**config.mk**
```make
export PLATFORM = sky130hd
export DESIGN_NAME = priority_round_robin_scheduler
export DESIGN_NICKNAME = d
export VERILOG_FILES = /design/src/sv/prr_pkg.sv /design/src/sv/prr_slot_table.sv /design/src/sv/priority_round_robin_scheduler.sv
export SDC_FILE = /design/constraint.sdc
export NUM_CORES = 1
export LEC_CHECK = 0
export ABC_CLOCK_PERIOD_IN_PS = 3500
export CORE_MARGIN = 1
export CORE_UTILIZATION = 62
export CTS_CLUSTER_DIAMETER = 120
export DETAILED_ROUTE_END_ITERATION = 7
export DONT_BUFFER_PORTS = 1
export PLACE_DENSITY = 0.76
export SKIP_LAST_GASP = 1
export SYNTH_ARGS = -nofsm -noshare
export SYNTH_HDL_FRONTEND = slang
export SYNTH_SLANG_ARGS = --single-unit
```
**constraint.sdc**
```tcl
create_clock -name clock -period 3.5 [get_ports clock]
set_input_delay 1.05 -clock clock [delete_from_list [all_inputs] [get_ports clock]]
set_output_delay 1.05 -clock clock [all_outputs]
set_load 0.02 [all_outputs]
```
**src/sv/prr_pkg.sv**
```systemverilog
package prr_pkg;

   localparam int SLOTS_DEF     = 64;
   localparam int MAX_LEVEL_DEF = 15;

   // fixed field widths on the ports
   localparam int SLOT_FW  = 6;
   localparam int LEVEL_FW = 4;
   localparam int REQ_DW   = 16;
   localparam int RSP_DW   = 16;

   // request kinds carried on req_tuser
   localparam logic OP_WRITE = 1'b0;
   localparam logic OP_PICK  = 1'b1;

   typedef enum logic [3:0] {
      ST_IDLE  = 4'b0001,
      ST_PASS1 = 4'b0010,
      ST_PASS2 = 4'b0100,
      ST_RESP  = 4'b1000
   } state_type;

   // slot table strobes
   typedef struct packed {
      logic wr_en;
      logic clr_en;
      logic rd_en;
   } tbl_ctl_type;

endpackage

```
**src/sv/prr_slot_table.sv**
```systemverilog
module prr_slot_table #(
   parameter int SLOTS     = prr_pkg::SLOTS_DEF,
   parameter int MAX_LEVEL = prr_pkg::MAX_LEVEL_DEF,
   localparam int SW = $clog2(SLOTS),
   localparam int LW = $clog2(MAX_LEVEL + 1)
) (
   input  logic                clock,
   input  logic                reset,
   input  prr_pkg::tbl_ctl_type ctl,
   input  logic [SW-1:0]       wr_addr,
   input  logic                wr_run,
   input  logic [LW-1:0]       wr_lvl,
   input  logic [SW-1:0]       clr_addr,
   input  logic [SW-1:0]       rd_addr,
   output logic                rd_run,
   output logic [LW-1:0]       rd_lvl
);

   // runnable flags in flops so reset clears them at once
   logic [SLOTS-1:0] run_ff;
   // level store, read back together with the runnable flag of the same slot
   logic [LW-1:0]    lvl_mem [SLOTS];
   logic             rd_run_ff;
   logic [LW-1:0]    rd_lvl_ff;

   always_ff @(posedge clock) begin
      if (reset) begin
         run_ff <= '0;
      end else begin
         if (ctl.wr_en) begin
            run_ff[wr_addr] <= wr_run;
         end
         if (ctl.clr_en) begin
            run_ff[clr_addr] <= 1'b0;
         end
      end
   end

   always_ff @(posedge clock) begin
      if (ctl.wr_en) begin
         lvl_mem[wr_addr] <= wr_lvl;
      end
   end

   always_ff @(posedge clock) begin
      if (ctl.rd_en) begin
         rd_lvl_ff <= lvl_mem[rd_addr];
         rd_run_ff <= run_ff[rd_addr];
      end
   end

   assign rd_run = rd_run_ff;
   assign rd_lvl = rd_lvl_ff;

endmodule

```
**src/sv/priority_round_robin_scheduler.sv**
```systemverilog
// channel | dir | tdata (low bit up)                          | tuser
// --------+-----+---------------------------------------------+-----------------
// req_    | in  | slot[5:0] runnable[6] level[10:7], zero pad | operation
// rsp_    | out | chosen_slot[5:0] chosen_level[9:6], zero pad| granted
//
// a write request answers on the next cycle
// a pick request walks the slot table twice through one registered read
// port, with a less-than level comparator in pass one and an equal one
// in pass two
// req_tready is high only when idle; a response holds until rsp_tready
// synchronous reset clears runnable flags and level cursors at once
module priority_round_robin_scheduler #(
   parameter int SLOTS     = prr_pkg::SLOTS_DEF,
   parameter int MAX_LEVEL = prr_pkg::MAX_LEVEL_DEF
) (
   input  logic                        clock,
   input  logic                        reset,
   input  logic                        req_tvalid,
   output logic                        req_tready,
   input  logic [prr_pkg::REQ_DW-1:0]  req_tdata,  // slot, runnable, level
   input  logic                        req_tuser,  // operation
   output logic                        rsp_tvalid,
   input  logic                        rsp_tready,
   output logic [prr_pkg::RSP_DW-1:0]  rsp_tdata,  // chosen_slot, chosen_level
   output logic                        rsp_tuser   // granted
);

   localparam int SW  = $clog2(SLOTS);
   localparam int LW  = $clog2(MAX_LEVEL + 1);
   localparam int CW  = SW + prr_pkg::SLOT_FW;   // wide enough for both slot forms
   localparam int LCW = LW + prr_pkg::LEVEL_FW;  // wide enough for both level forms

   prr_pkg::state_type   state_ff, state_in;
   prr_pkg::tbl_ctl_type tbl_ctl;

   logic [SW-1:0] ptr_ff, ptr_in;     // table read pointer, wraps at SLOTS
   logic [SW-1:0] cnt_ff, cnt_in;     // reads issued in this pass
   logic          issue_ff, issue_in;
   logic          found_ff, found_in;
   logic [LW-1:0] top_ff, top_in;     // most urgent level seen
   logic [SW-1:0] pick_ff, pick_in;
   logic          rd_vld_ff, rd_vld_in;
   logic [SW-1:0] rd_idx_ff, rd_idx_in;

   logic                         rsp_granted_ff, rsp_granted_in;
   logic [prr_pkg::SLOT_FW-1:0]  rsp_slot_ff, rsp_slot_in;
   logic [prr_pkg::LEVEL_FW-1:0] rsp_level_ff, rsp_level_in;

   // per-level round-robin cursors
   logic [SW-1:0] cur_ff [MAX_LEVEL+1];
   logic          cur_wr_en;
   logic [SW-1:0] cur_wr_val;

   // request fields
   logic                         req_op;
   logic [prr_pkg::SLOT_FW-1:0]  req_slot;
   logic                         req_run;
   logic [prr_pkg::LEVEL_FW-1:0] req_level;
   logic                         req_acc;

   logic [CW-1:0]  slot_ext;
   logic           slot_ok;
   logic [SW-1:0]  wr_addr;
   logic [LCW-1:0] lvl_ext;
   logic [LW-1:0]  wr_lvl;

   logic          rd_run;
   logic [LW-1:0] rd_lvl;
   logic          lvl_lt, lvl_eq;
   logic [SW-1:0] ptr_nxt;
   logic [SW-1:0] pick_nxt;
   logic          pass_done;

   assign req_op    = req_tuser;
   assign req_slot  = req_tdata[5:0];
   assign req_run   = req_tdata[6];
   assign req_level = req_tdata[10:7];
   assign req_acc   = req_tvalid && req_tready;

   // out of range slots are dropped, high levels saturate
   assign slot_ext = CW'(req_slot);
   assign slot_ok  = slot_ext < CW'(SLOTS);
   assign wr_addr  = slot_ext[SW-1:0];
   assign lvl_ext  = LCW'(req_level);
   assign wr_lvl   = (lvl_ext > LCW'(MAX_LEVEL)) ? LW'(MAX_LEVEL) : lvl_ext[LW-1:0];

   prr_slot_table #(
      .SLOTS     (SLOTS),
      .MAX_LEVEL (MAX_LEVEL)
   ) u_table (
      .clock    (clock),
      .reset    (reset),
      .ctl      (tbl_ctl),
      .wr_addr  (wr_addr),
      .wr_run   (req_run),
      .wr_lvl   (wr_lvl),
      .clr_addr (pick_ff),
      .rd_addr  (ptr_ff),
      .rd_run   (rd_run),
      .rd_lvl   (rd_lvl)
   );

   // the level comparators: less-than in pass one, equal in pass two
   assign lvl_lt = rd_lvl < top_ff;
   assign lvl_eq = rd_lvl == top_ff;

   assign ptr_nxt   = (ptr_ff == SW'(SLOTS - 1)) ? '0 : ptr_ff + 1'b1;
   assign pick_nxt  = (pick_ff == SW'(SLOTS - 1)) ? '0 : pick_ff + 1'b1;
   assign pass_done = !issue_ff && !rd_vld_ff;

   always_comb begin
      state_in       = state_ff;
      ptr_in         = ptr_ff;
      cnt_in         = cnt_ff;
      issue_in       = issue_ff;
      found_in       = found_ff;
      top_in         = top_ff;
      pick_in        = pick_ff;
      rd_vld_in      = 1'b0;
      rd_idx_in      = ptr_ff;
      rsp_granted_in = rsp_granted_ff;
      rsp_slot_in    = rsp_slot_ff;
      rsp_level_in   = rsp_level_ff;
      tbl_ctl        = '0;
      cur_wr_en      = 1'b0;
      cur_wr_val     = pick_nxt;

      // walk the table one entry a cycle during either pass
      if (((state_ff == prr_pkg::ST_PASS1) || (state_ff == prr_pkg::ST_PASS2)) && issue_ff) begin
         tbl_ctl.rd_en = 1'b1;
         rd_vld_in     = 1'b1;
         ptr_in        = ptr_nxt;
         cnt_in        = cnt_ff + 1'b1;
         if (cnt_ff == SW'(SLOTS - 1)) begin
            issue_in = 1'b0;
         end
      end

      case (state_ff)
         prr_pkg::ST_IDLE: begin
            if (req_acc) begin
               if (req_op == prr_pkg::OP_PICK) begin
                  state_in = prr_pkg::ST_PASS1;
                  ptr_in   = '0;
                  cnt_in   = '0;
                  issue_in = 1'b1;
                  found_in = 1'b0;
                  top_in   = LW'(MAX_LEVEL);
               end else begin
                  tbl_ctl.wr_en  = slot_ok;
                  rsp_granted_in = 1'b0;
                  rsp_slot_in    = '0;
                  rsp_level_in   = '0;
                  state_in       = prr_pkg::ST_RESP;
               end
            end
         end
         prr_pkg::ST_PASS1: begin
            // lowest level among runnable slots
            if (rd_vld_ff && rd_run && (!found_ff || lvl_lt)) begin
               top_in   = rd_lvl;
               found_in = 1'b1;
            end
            if (pass_done) begin
               if (found_ff) begin
                  state_in = prr_pkg::ST_PASS2;
                  ptr_in   = cur_ff[top_ff];
                  cnt_in   = '0;
                  issue_in = 1'b1;
                  found_in = 1'b0;
               end else begin
                  rsp_granted_in = 1'b0;
                  rsp_slot_in    = '0;
                  rsp_level_in   = '0;
                  state_in       = prr_pkg::ST_RESP;
               end
            end
         end
         prr_pkg::ST_PASS2: begin
            // first runnable slot at that level from the cursor on
            if (rd_vld_ff && rd_run && lvl_eq && !found_ff) begin
               found_in = 1'b1;
               pick_in  = rd_idx_ff;
               issue_in = 1'b0;
            end
            if (pass_done) begin
               if (found_ff) begin
                  tbl_ctl.clr_en = 1'b1;
                  cur_wr_en      = 1'b1;
                  rsp_granted_in = 1'b1;
                  rsp_slot_in    = prr_pkg::SLOT_FW'(pick_ff);
                  rsp_level_in   = prr_pkg::LEVEL_FW'(top_ff);
               end else begin
                  rsp_granted_in = 1'b0;
                  rsp_slot_in    = '0;
                  rsp_level_in   = '0;
               end
               state_in = prr_pkg::ST_RESP;
            end
         end
         prr_pkg::ST_RESP: begin
            if (rsp_tready) begin
               state_in = prr_pkg::ST_IDLE;
            end
         end
         default: begin
            state_in = prr_pkg::ST_IDLE;
         end
      endcase
   end

   always_ff @(posedge clock) begin
      if (reset) begin
         state_ff  <= prr_pkg::ST_IDLE;
         issue_ff  <= 1'b0;
         found_ff  <= 1'b0;
         rd_vld_ff <= 1'b0;
      end else begin
         state_ff  <= state_in;
         issue_ff  <= issue_in;
         found_ff  <= found_in;
         rd_vld_ff <= rd_vld_in;
      end
   end

   always_ff @(posedge clock) begin
      ptr_ff         <= ptr_in;
      cnt_ff         <= cnt_in;
      top_ff         <= top_in;
      pick_ff        <= pick_in;
      rd_idx_ff      <= rd_idx_in;
      rsp_granted_ff <= rsp_granted_in;
      rsp_slot_ff    <= rsp_slot_in;
      rsp_level_ff   <= rsp_level_in;
   end

   always_ff @(posedge clock) begin
      if (reset) begin
         for (int i = 0; i <= MAX_LEVEL; i++) begin
            cur_ff[i] <= '0;
         end
      end else if (cur_wr_en) begin
         cur_ff[top_ff] <= cur_wr_val;
      end
   end

   assign req_tready = (state_ff == prr_pkg::ST_IDLE);
   assign rsp_tvalid = (state_ff == prr_pkg::ST_RESP);
   assign rsp_tuser  = rsp_granted_ff;
   assign rsp_tdata  = prr_pkg::RSP_DW'({rsp_level_ff, rsp_slot_ff});

   // one request in flight: never ready while a response is pending
   a_one_in_flight: assert property (@(posedge clock) disable iff (reset)
      !(req_tready && rsp_tvalid))
      else $error("request accepted while a response is pending");

   // a response without a grant carries all-zero data
   a_zero_nogrant: assert property (@(posedge clock) disable iff (reset)
      (rsp_tvalid && !rsp_tuser) |-> (rsp_tdata == '0))
      else $error("non-grant response carries data");

   // table read data only arrives during a scan
   a_rd_in_scan: assert property (@(posedge clock) disable iff (reset)
      rd_vld_ff |-> ((state_ff == prr_pkg::ST_PASS1) || (state_ff == prr_pkg::ST_PASS2)))
      else $error("table read outside a scan");

   // the level under search stays within range through pass two
   a_top_range: assert property (@(posedge clock) disable iff (reset)
      (state_ff == prr_pkg::ST_PASS2) |-> (LCW'(top_ff) <= LCW'(MAX_LEVEL)))
      else $error("searched level out of range");

endmodule
```
# Yosys cells after proc, flatten, opt, wreduce, memory -nomap -nowiden

Memory sizes are Yosys's and may differ from the RTL's. A register that Yosys moved wholly into a read port is not among the register bits.
Cells that the tools add are included.

$add $sub $neg: 3
Multipliers: 0
Div/mod/pow operators: 0
Magnitude comparators: 8
Equality and inequality tests: 17
Shift operators: 0
Muxes and demuxes: 89
Bitwise gates (word level): 2
Reductions and logical operators: 22

Operators by type and width:

| cell                                                               | count |
|---|---|
| 2-to-1 mux 64 bit                                                  | 3 |
| 2-to-1 mux 6 bit                                                   | 19 |
| 2-to-1 mux 4 bit                                                   | 18 |
| bitwise AND 64 bit                                                 | 1 |
| bitwise mux 64 bit                                                 | 1 |
| inverter 64 bit                                                    | 1 |
| 2-to-1 mux 1 bit                                                   | 36 |
| < comparator 6 x 7 -> 1 bit (second input constant)                | 4 |
| case mux 6 bit (2 select lines)                                    | 2 |
| adder 6 x 1 -> 6 bit (second input constant)                       | 3 |
| == test 6 bit (second input constant)                              | 3 |
| case mux 6 bit (3 select lines)                                    | 1 |
| case mux 4 bit (4 select lines)                                    | 1 |
| demux 1 bit (select 6 bit)                                         | 2 |
| greater-or-equal comparator 6 x 1 -> 1 bit (second input constant) | 2 |
| case mux 4 bit (3 select lines)                                    | 1 |
| AND reduction 4 bit                                                | 3 |
| != test 2 x 1 -> 1 bit (second input constant)                     | 5 |
| logical AND 1 bit                                                  | 9 |
| case mux 1 bit (3 select lines)                                    | 3 |
| != test 2 bit (second input constant)                              | 4 |
| case mux 4 bit (2 select lines)                                    | 1 |
| binary-select mux 1 bit (select 6 bit)                             | 1 |
| AND reduction 6 bit                                                | 1 |
| 13 further kinds                                                   | 16 |

Bits in registers: 111
Latch bits: 0
Bits in writable memories: 352
Bits in read-only memories: 0
Input bits: 21
Output and inout bits: 19
Word-level logic and storage cells: 157
Memories kept: 2

Memories:

| memory          | depth | bits a word | rd ports | clocked after memory_dff | write ports | RTL line                             | source |
|---|---|---|---|---|---|---|---|
| u_table.lvl_mem | 64    | 4           | 1        | 1                        | 1           | prr_slot_table.sv:22                 | `logic [LW-1:0] lvl_mem [SLOTS];` |
| cur_ff          | 16    | 6           | 1        | 1                        | 16          | priority_round_robin_scheduler.sv:50 | `logic [SW-1:0] cur_ff [MAX_LEVEL+1];` |

# Longest topological paths before layout

Gate-level depths: netlist of run 1.

Depth after elaboration: 9
Depth in mapped cells: 10
Depth with buffers taken out: 8

# Modules after synthesis

Synthesis of run 1 repeated with hierarchy kept, for this count alone.

Cell total of the unflattened synthesis: 1402
Area total of the unflattened synthesis: 20248.2 um^2

Modules (own cells, without submodules):

| module                         | instances | cells each | area an instance (um^2) | sequential area each (um^2) |
|---|---|---|---|---|
| prr_slot_table                 | 1         | 870        | 13649.3                 | 9118.7 |
| priority_round_robin_scheduler | 1         | 532        | 6598.8                  | 4093.9 |

# Least setup slack after synthesis of run 1

OpenSTA, ideal clock, no wires.

Kind: input to register
Start point: input port req_tvalid
End point: register u_table.run_ff[0]
Library setup time: 0.095 ns
Arrival time: 2.389 ns
Data required time: 3.405 ns
Setup slack: 1.015 ns
Cell stages on the path: 7
Path buffers: 1
Cell sequence: nor2b_1 nor3b_4 nand2_1 buf_6 nor2_1 nand2_1 a221oi_1

Cells in the longest elaborated chain, start to end: 7

Ends and longest elaborated chain:

| what                                | RTL line                              | source |
|---|---|---|
| start, declared                     | priority_round_robin_scheduler.sv:18  | `input logic req_tvalid,` |
| logical AND 1 bit *                 | priority_round_robin_scheduler.sv:78  | `assign req_acc = req_tvalid && req_tready;` |
| 2-to-1 mux 1 bit *                  | priority_round_robin_scheduler.sv:141 | `if (req_acc) begin` |
| 2-to-1 mux 1 bit *                  | priority_round_robin_scheduler.sv:139 | `case (state_ff)` |
| 2-to-1 mux 64 bit *                 | prr_slot_table.sv:30                  | `if (ctl.wr_en) begin` |
| 2-to-1 mux 64 bit *                 | prr_slot_table.sv:27                  | `if (reset) begin` |
| bitwise AND 64 bit (no source line) | -                                     |  |
| 2-to-1 mux 64 bit *                 | prr_slot_table.sv:33                  | `if (ctl.clr_en) begin` |
| end signal, assigned by index       | prr_slot_table.sv:31                  | `run_ff[wr_addr] <= wr_run;` |
| end, declared                       | prr_slot_table.sv:20                  | `logic [SLOTS-1:0] run_ff;` |

Mark *: on every way between the ends. The rest lies on a longest branch, timed or not. The select of a mux whose other input is x is not followed.
A chain may end at the register's enable or synchronous reset.

# Worst setup path after layout of run 1

Start point: register state_ff[0]
End point: register u_table.run_ff[19]

Cells in the longest elaborated chain, start to end: 8
Elaborated cells on any way between the ends: 10
Classes of those cells: eq/ne (2); mux (6); bitwise (1); reduce/logical (1)

Ends and longest elaborated chain:

| what                                | RTL line                                                                     | source |
|---|---|---|
| start, declared                     | priority_round_robin_scheduler.sv:33                                         | `prr_pkg::state_type state_ff, state_in;` |
| start signal, assigned              | priority_round_robin_scheduler.sv:214                                        | `state_ff <= prr_pkg::ST_IDLE;` |
| start signal, assigned              | priority_round_robin_scheduler.sv:219                                        | `state_ff <= state_in;` |
| == test 4 x 1 -> 1 bit              | priority_round_robin_scheduler.sv:139, priority_round_robin_scheduler.sv:247 |  |
| logical AND 1 bit                   | priority_round_robin_scheduler.sv:78                                         |  |
| 2-to-1 mux 1 bit                    | priority_round_robin_scheduler.sv:141                                        |  |
| 2-to-1 mux 1 bit                    | priority_round_robin_scheduler.sv:139                                        |  |
| 2-to-1 mux 64 bit                   | prr_slot_table.sv:30                                                         |  |
| 2-to-1 mux 64 bit                   | prr_slot_table.sv:27                                                         |  |
| bitwise AND 64 bit (no source line) | -                                                                            |  |
| 2-to-1 mux 64 bit *                 | prr_slot_table.sv:33                                                         |  |

Marks and branches as above.

==> results of run 1 <==
## layout make-up
cell class | count | area (um^2) | share of cell area, %
well taps | 402 | 503 | 2.29
clock buffers | 65 | 1330 | 6.03
flip-flops and latches | 471 | 13200 | 60.1
clock inverters | 22 | 219 | 0.996
multi-input cells | 830 | 6350 | 28.9
repair buffers | 39 | 318 | 1.45
inverters | 15 | 56.3 | 0.256
## routing by layer
layer  up-vias  GRT usage, %  part of all wire (%)
met5         -             0                     0
met4         0          10.3                   3.5
met3       127          6.80                    10
met2       631          44.2                    47
met1      6112          38.7                    40
li1       5433             -                     -
## power by group through the flow
stage / clock [uW] / sequential, uW / combinational [uW]
2_1_floorplan: 0 / 6360 / 410
3_3_place_gp: 0 / 6400 / 463
3_5_place_dp: 0 / 6400 / 474
4_1_cts: 5060 / 6280 / 475
5_1_grt: 5260 / 6300 / 514
6_report: 5010 / 6280 / 478
## synthesized netlist by cell type, drive strengths merged (2+ instances only)
library cell,count
edfxtp,378
nor2,189
mux2i,101
nand2,97
dfxtp,93
a221oi,74
o21ai,70
mux4,69
clkbuf,68
buf,44
a22oi,25
and3,23
nand2b,23
a211oi,15
inv,15
a21oi,14
nand3,13
nor2b,11
nor3,11
nor3b,10
mux2,8
o22ai,8
ha,7
xnor2,7
xor2,6
nand4,5
nor4,4
nor4b,4
a32oi,3
nand3b,3
o211ai,3
o21a,3
or3,3
a31oi,2
and2,2
and3b,2
## worst max-delay path by stage
stage	from	endpoint	slack, ns
finish	state_ff[0]	u_table.run_ff[19]	0.57
global placement	req_tvalid	u_table.run_ff[16]	0.50
detailed placement	req_tvalid	u_table.run_ff[19]	0.36
CTS	state_ff[0]	u_table.run_ff[19]	0.63
floorplan	req_tvalid	u_table.run_ff[0]	1.02
global route	state_ff[0]	u_table.run_ff[19]	0.35
## through the flow
| stage | setup slack (ns) | power, uW | utilization [%] |
|---|---|---|---|
| floorplan | 1.02 | 6770 | - |
| global route | 0.352 | 12100 | 69.3 |
| global placement | 0.500 | 6860 | 64.5 |
| detailed placement | 0.361 | 6880 | 64.5 |
| CTS | 0.630 | 11800 | 69.3 |
| finish | 0.570 | 11800 | 69.3 |
## registers in the layout, summed over array words and instances (netlist names), named ones only
signal / cells
u_table.lvl_mem: 256
cur_ff: 96
u_table.run_ff: 64
cnt_ff: 6
pick_ff: 6
ptr_ff: 6
rd_idx_ff: 6
rsp_slot_ff: 6
rsp_level_ff: 4
state_ff: 4
top_ff: 4
u_table.rd_lvl: 4
found_ff: 1
issue_ff: 1
rd_vld_ff: 1
rsp_tuser: 1
u_table.rd_run: 1
## kinds of logic (layout without fill, tap and decap cells)
family | count (synthesis) | in the layout
XOR/XNOR | 13 | 13
buffers and inverters | 127 | 141
flip-flops | 471 | 471
AO/OA/AOI/OAI | 222 | 222
AND/OR/NAND/NOR | 404 | 404
multiplexers | 178 | 178
other | 1 | 6
adder cells (fa/ha/maj) | 7 | 7
==> impl.org, run 1 <==
** Worst hold path
- In this run the worst hold path is classified as register to register.
- The worst hold path terminates at pick_ff[2].
- Along the worst hold path, the cell count comes to 0.
- Hold Crit Start :: rd_idx_ff[2]

** CTS
- Total CTS buffers :: 47
- Clock insertion delay at the later pin of the skew report :: 0.57 ns
- Post-CTS clock slew at the launch and capture registers of the worst setup and hold paths :: 0.06 ns
- Hold repair after CTS inserted 0 buffers.
- Root buffer selected by CTS :: clkbuf_16
- Post-CTS repair changed the size of 0 cells.
- Buffers added to address setup during post-CTS repair amount to 0.
- Number of clock sinks seen by CTS :: 471
- The longest clock path from root to sink contains 3 buffers.
- TritonCTS built the clock tree.
- Number of levels in the clock H-tree :: 2

** Worst setup path
- The largest single stage delay on the critical path is 0.56 ns.
- At the worst endpoint, the arrival time is 3.38 ns.
- Cell-by-cell trace of the critical path :: or4b_4 > nor3b_4 > nand3_2 > nor2_1 > nand2_1 > a221oi_1
- The worst setup path is of the register to register kind.
- STA classifies the critical path endpoint as a register.
- Largest fanout on the critical path :: 14
- Counting both buffers and inverters, the worst setup path holds a total of 0.
- WP data required :: 3.95 ns
- For the worst flop-to-flop path, the logic depth is 6.
- Crit Reg-Reg Startpoint :: state_ff[0]
- STA classifies the critical path startpoint as a register.
- Cell with the biggest individual delay on the critical path :: or4b_4
- The critical path runs through a total of 6 cells.
- The endpoint identified for the worst register-to-register timing path is u_table.run_ff[19].
- Family with the most delay on the worst path :: simple AND/OR/NAND/NOR gates
- Minimum setup slack among reg-to-reg paths :: 0.57 ns

** Logic synthesis
- #FFs+latches synth :: 471
- Proportion of synthesized chip area in sequential cells :: approximately two thirds
- The most used flip-flop cell after synthesis is edfxtp_1.
- The Yosys step of the flow raised 0 warnings.
- Summing every instance area after synthesis gives 0.0201 mm^2.
- Synth Instances :: 1423
- Mux cell area share after synthesis :: 13.2%
- In the synthesized netlist the async set-or-reset flop fraction comes to 0%.
- After synthesis, the largest family of logic cells by area is multiplexers.
- Post-synthesis share of cell area spent on and, or, nand and nor gates :: 9.54%
- Distinct cell type count after synthesis :: 58
- Number of flops mapped to enable cells by yosys :: 378
- Compound-cell area share of the yosys netlist :: 7.69%
- Post-Synthesis Mean Instance Area :: approximately 14 um^2
- The synthesized netlist devotes 0.567% of its cell area to XOR and XNOR gates.
- Share of synthesized cell area in full adder, half adder and majority cells :: less than 1%
- Cell types with the largest area share after synthesis :: edfxtp_1, dfxtp_1, mux4_2
- edfxtp_1 takes more of the synthesized area than any other cell.
- Summed over its instances, the top area cell type makes up 56.5% of the synthesized netlist area.

** Floorplanning
- Die footprint :: ~0.033 mm^2
- Row generation in the floorplan step produced 65 rows.
- 40 I/O pins were placed.
- Vertical die dimension :: around 180 um
- DIE WIDTH :: roughly 180 um
- For this configuration, the core starts out at a cell density of between 60% and 70%.
- The total area inside the core boundary comes to 0.0317 mm^2.

** Timing
- Worst Clk Skew :: between 0.02 and 0.025 ns
- Setup repair after global routing missed its margin :: no
- The tightest hold path in the finished design has a slack of 0.401 ns.
- Setup violations remaining at the end of the flow were counted as 0.
- In this run the tightest slew margin relative to its limit is 11.6%.
- Share of the cycle needed by the critical path after routing :: 83.7%
- Summed over all failing endpoints, the final setup total negative slack is 0 ns.
- The max-slew violation count is 0.
- At the pin with the least slew margin, the transition time is 1.32 ns.
- Static timing analysis puts the maximum clock frequency at 341 MHz.
- Hold Violations, Final :: 0
- The smallest clock period supported by the final layout is computed as 2.93 ns.

** Cells and area
- Summed area of non-filler cells in the final layout :: between 0.02 and 0.025 mm^2
- Excluding fillers, the count of instances in the completed layout stands at 1844.
- In the layout the commonest cells are edfxtp_1, nor2_1, mux2i_1, nand2_1, dfxtp_1.
- The library cell used most frequently in the layout, excluding fill and tap cells, is edfxtp_1.
- Total of fill cells in the finished design :: about 2100
- Of the cells placed in the final design, the portion with a size suffix greater than 1 is 14.4%.
- P&R area growth vs syn :: 9.50%
- After the last flow step, the layout net total stands at 1432.
- Antenna diode count :: 0

** Power and ir drop
- In this run the static leakage power is roughly 0.007 uW.
- Comb pwr share :: 4.1%
- Design internal power :: around 9300 uW
- Switching power :: around 2500 uW
- In this run, the clock network consumes 42.6% of the power.
- Sequential cells account for 53.4% of the total power.
- Switching part of the total power :: a little over a fifth
- Power density relative to cell area :: 536 mW/mm^2
- Across the VDD grid, the largest voltage drop is 0.495 mV.

** Placement
- Post-placement cell area :: 0.0204 mm^2
- After legalization and detailed placement, the total HPWL measured just under 30000 um.
- Routability cong. :: 0.880
- Port buffering added 0 buffers.
- # placed instances :: 1757

** GRT
- The number of global-route vias before repair came to 12200.
- Antenna violations before repair :: 0
- Global routing usage summed across all routing layers :: 28.2%
- Wire length of the first global-routing pass :: roughly 70000 um
- Grt ovf :: 0
- Largest net degree at the start of global routing :: 92

** Detailed routing
- After detailed routing, the number of remaining DRC violations is 0.
- After detailed routing, the number of vias per cell comes to 6.67.
- DRT iter0 DRCs :: between 1000 and 1500
- Detailed routing inserted a total of around 12000 vias.
- The first TritonRoute pass finished after 8 iterations.
- The final layout contains routed wiring with a total length of approximately 45000 um.
- Dividing the detail-routed wire length by the instance count gives 24.6 um.
- The count of nets left with antenna violations once routing finished came out at 0.

** Status
- Result of the run :: finished, final reports clean

** Job
- Across the run, the number of max-cap violations was 0.
No activity file was read; power rests on OpenSTA's default activity.
==> run 2: changes to the inputs <==
--- a/config.mk
+++ b/config.mk
@@ -5,7 +5,7 @@
 export SDC_FILE = /design/constraint.sdc
 export NUM_CORES = 1
 export LEC_CHECK = 0
-export ABC_CLOCK_PERIOD_IN_PS = 3500
+export ABC_CLOCK_PERIOD_IN_PS = 3050
 export CORE_MARGIN = 1
 export CORE_UTILIZATION = 62
 export CTS_CLUSTER_DIAMETER = 120
==> constraint.sdc (replaced) <==
create_clock -name clock -period 3.05 [get_ports clock]
set_input_delay 0.915 -clock clock [delete_from_list [all_inputs] [get_ports clock]]
set_output_delay 0.915 -clock clock [all_outputs]
set_load 0.02 [all_outputs]
==> run 2 against run 1 <==
Largest cell class unchanged. Wire length rose by 2.4%. Highest routed layer unchanged. Final cell count is 2.4% higher. Global-route usage is 0.53 points higher. Total power increased by 16%. Critical endpoint is now u_table.run_ff[44]. Sequential power rose by 15%. Clock skew is 0.0028 ns lower. Final area increased by 1.9%. Clock power increased by 18%. Core utilization grew 1.3 points. Register-to-register slack lost 0.34 ns. Flip-flop and latch count unchanged. Hold slack better by 0.0037 ns.
==> impl.org, run 2 (synthesis gave the netlist of run 1 again) <==
** Cells and area
- Number of non-filler instances in the completed layout :: about 1900
- The largest registers in the layout are u_table.lvl_mem: 256 flops, cur_ff: 96 flops, u_table.run_ff: 64 flops.
- 0 antenna diodes ended up in the layout.
- More flip-flops sit in one register than any other, and that register is u_table.lvl_mem.
- Of the cells placed in the final design, the portion with a size suffix greater than 1 is 17.3%.
- The library cell used most frequently in the layout, excluding fill and tap cells, is edfxtp_1.
- Once layout is complete, the utilization of the core stands at 70.7%.
- Number of flip-flops under the largest register name :: roughly 260
- Final-stage net count :: 1476
- Commonest non-fill, non-tap cells in the layout :: edfxtp_1, nor2_1, mux2i_1, nand2_1, dfxtp_1
- P&R area growth vs syn :: 11.6%

** GRT
- The first global-routing pass estimated 71800 um of wire.
- The initial antenna violation count was 0.
- Via count of the first global-routing pass :: 12400
- Global routing used 28.7% of the available tracks across all layers.
- For this run the aggregate overflow at the end of global routing stands at 0.
- Largest net degree at the start of global routing :: 92

** Power and ir drop
- Sequential cells burn 52.7% of the power.
- Comb pwr share :: under 10%
- The design draws 13700 uW.
- IR analysis of the VDD net gives a maximum drop of 0.605 mV.
- Switching power :: 2880 uW
- Lkg Pwr :: a little over 0.007 uW
- The internal power of the cells totals about 11000 uW.
- Switching part of the total power :: 21.0%
- Dividing total power by cell area gives a power density of 611 mW/mm^2.
- Share of total power in the clock network :: 43.2%

** Detailed routing
- The count of nets left with antenna violations once routing finished came out at 0.
- Total wire length after detailed routing :: 46500 um
- The final route contains 12600 vias.
- For this run, design rule violations remaining after detail routing come to 0.
- Number of search-and-repair iterations in the first detailed-routing pass :: 6
- Routed vias/inst :: 6.68
- The detailed router finished its first iteration with 1568 violations.
- After detailed routing, the average wire length per cell comes to 24.6 um.

** Timing
- Slew margin rel. :: 26.2%
- Share of the cycle needed by the critical path after routing :: 92.4%
- The worst path meets setup with 0.232 ns of slack.
- At the pin with the least slew margin, the transition time is 1.10 ns.
- The max-slew violation count came to 0.
- Setup repair after global routing missed its margin :: no
- Final period demand of the worst path :: 2.82 ns
- Final setup violation count :: 0
- Derived from the worst setup path, the maximum achievable clock frequency is 355 MHz.
- Hold Violations, Final :: 0
- Final TNS setup :: 0 ns
- Clock skew on the completed layout was measured at 0.0208 ns.

** Placement
- # placed instances :: 1801
- # port buffers :: 0
- Timing analysis after detailed placement gives a worst setup slack of around 0.27 ns.
- Post-DP HPWL :: 30000 um
- Routability cong. :: between 0.9 and 1

** Status
- Result of the run :: finished, final reports clean

** Floorplanning
- Starting density of the core :: a little over three fifths
- Core Box Area :: roughly 0.032 mm^2
- Vertical die dimension :: 182 um
- The die covers 0.0331 mm^2.
- 40 I/O pins were placed.
- DIE WIDTH :: approximately 180 um
- The initialized floorplan defines 65 standard-cell rows.

** CTS
- Once the clock tree was built, the resizer swapped 0 gates to a different size.
- The number of hold buffers added after CTS was 0.
- Total setup buffers inserted after CTS :: 0
- Post-CTS clock slew at the launch and capture registers of the worst setup and hold paths :: 0.06 ns
- TritonCTS built the clock tree.
- At the later pin of the worst-skew pair, clock insertion delay measures 0.57 ns.
- CTS built an H-tree with a depth of 2.
- Counting the buffers created by CTS gives 47.
- No sink is reached through more buffers than the 3 on the longest clock path.
- Number of clock sinks seen by CTS :: 471
- The root buffer cell chosen for the clock tree is clkbuf_16.

** Worst setup path
- Number of buffers and inverters on the critical path :: 1
- Walking the worst path, the cells encountered are or4b_4 > inv_2 > and3_4 > nand2_2 > nor2_1 > nand2_1 > a221oi_1.
- The worst setup path is captured at a register.
- Setup crit start kind :: register
- Among cell families on the critical path, the largest total delay comes from simple AND/OR/NAND/NOR gates.
- Critical Path AT :: 3.26 ns
- For this design, the slowest cell found on the critical path is or4b_4.
- The largest single stage delay on the critical path is roughly 0.55 ns.
- Largest fanout on the critical path :: 16
- By startpoint and endpoint, the worst setup path is classified as register to register.
- WP data required :: 3.49 ns

** Job
- Max capacitance violation total :: 0

** Worst hold path
- The min-delay analysis places its worst path in the category register to register.
==> run 2: cell types whose count changed in the layout (fill, tap and decap cells not counted) <==
cell        change
clkinv_2        +1
clkinvlp_4      -1
clkinv_8        +1
inv_6           +1
clkbuf_1        -2
buf_12          +2
clkinvlp_2      -1
clkinv_4        -1
buf_4          +42
clkbuf_8        +5
inv_4           +1
clkinv_1        -3
==> run 2: path summary, 6_finish.rpt <==
kind	startpoint	end	slack, ns	cells after the start
worst max-delay path	state_ff[0]	u_table.run_ff[44]	0.23	7
worst min-delay path	rd_idx_ff[5]	pick_ff[5]	0.40	0
worst max register to register	state_ff[0]	u_table.run_ff[44]	0.23	7
worst min register to register	rd_idx_ff[5]	pick_ff[5]	0.40	0
==> run 2: layout make-up <==
| type | instances | area (um^2) |
|---|---|---|
| clock inverter | 20 | 223 |
| tap | 402 | 503 |
| inverter | 15 | 56.3 |
| sequential | 471 | 13200 |
| fill | 2040 | 9310 |
| timing repair buffer | 83 | 673 |
| multi-input combinational | 830 | 6350 |
| clock buffer | 68 | 1390 |
==> run 2: power by group through the flow <==
stage / Clock, uW / Sequential, uW / Combinational, uW
4_1_cts: 5950 / 7210 / 566
6_report: 5910 / 7210 / 571
5_1_grt: 6200 / 7220 / 608
3_5_place_dp: 0 / 7350 / 559
2_1_floorplan: 0 / 7300 / 471
3_3_place_gp: 0 / 7340 / 553
==> run 2: per-layer routing <==
layer | track usage (%) | vias to the layer above | share of wire (%)
met4 | 9.55 | 0 | 2.7
met3 | 5.27 | 100 | 9.4
met1 | 40.9 | 6314 | 41
met2 | 45.0 | 683 | 47
li1 | - | 5520 | -
met5 | 0 | - | 0
==> run 2: per-stage QoR <==
step | area [um^2] | hold WS [ns]
after floorplan | 20100 | 0.342
after global placement | 20800 | 0.387
after detailed placement | 20800 | 0.391
after CTS | 22400 | 0.406
after global routing | 22400 | 0.408
final | 22400 | 0.405
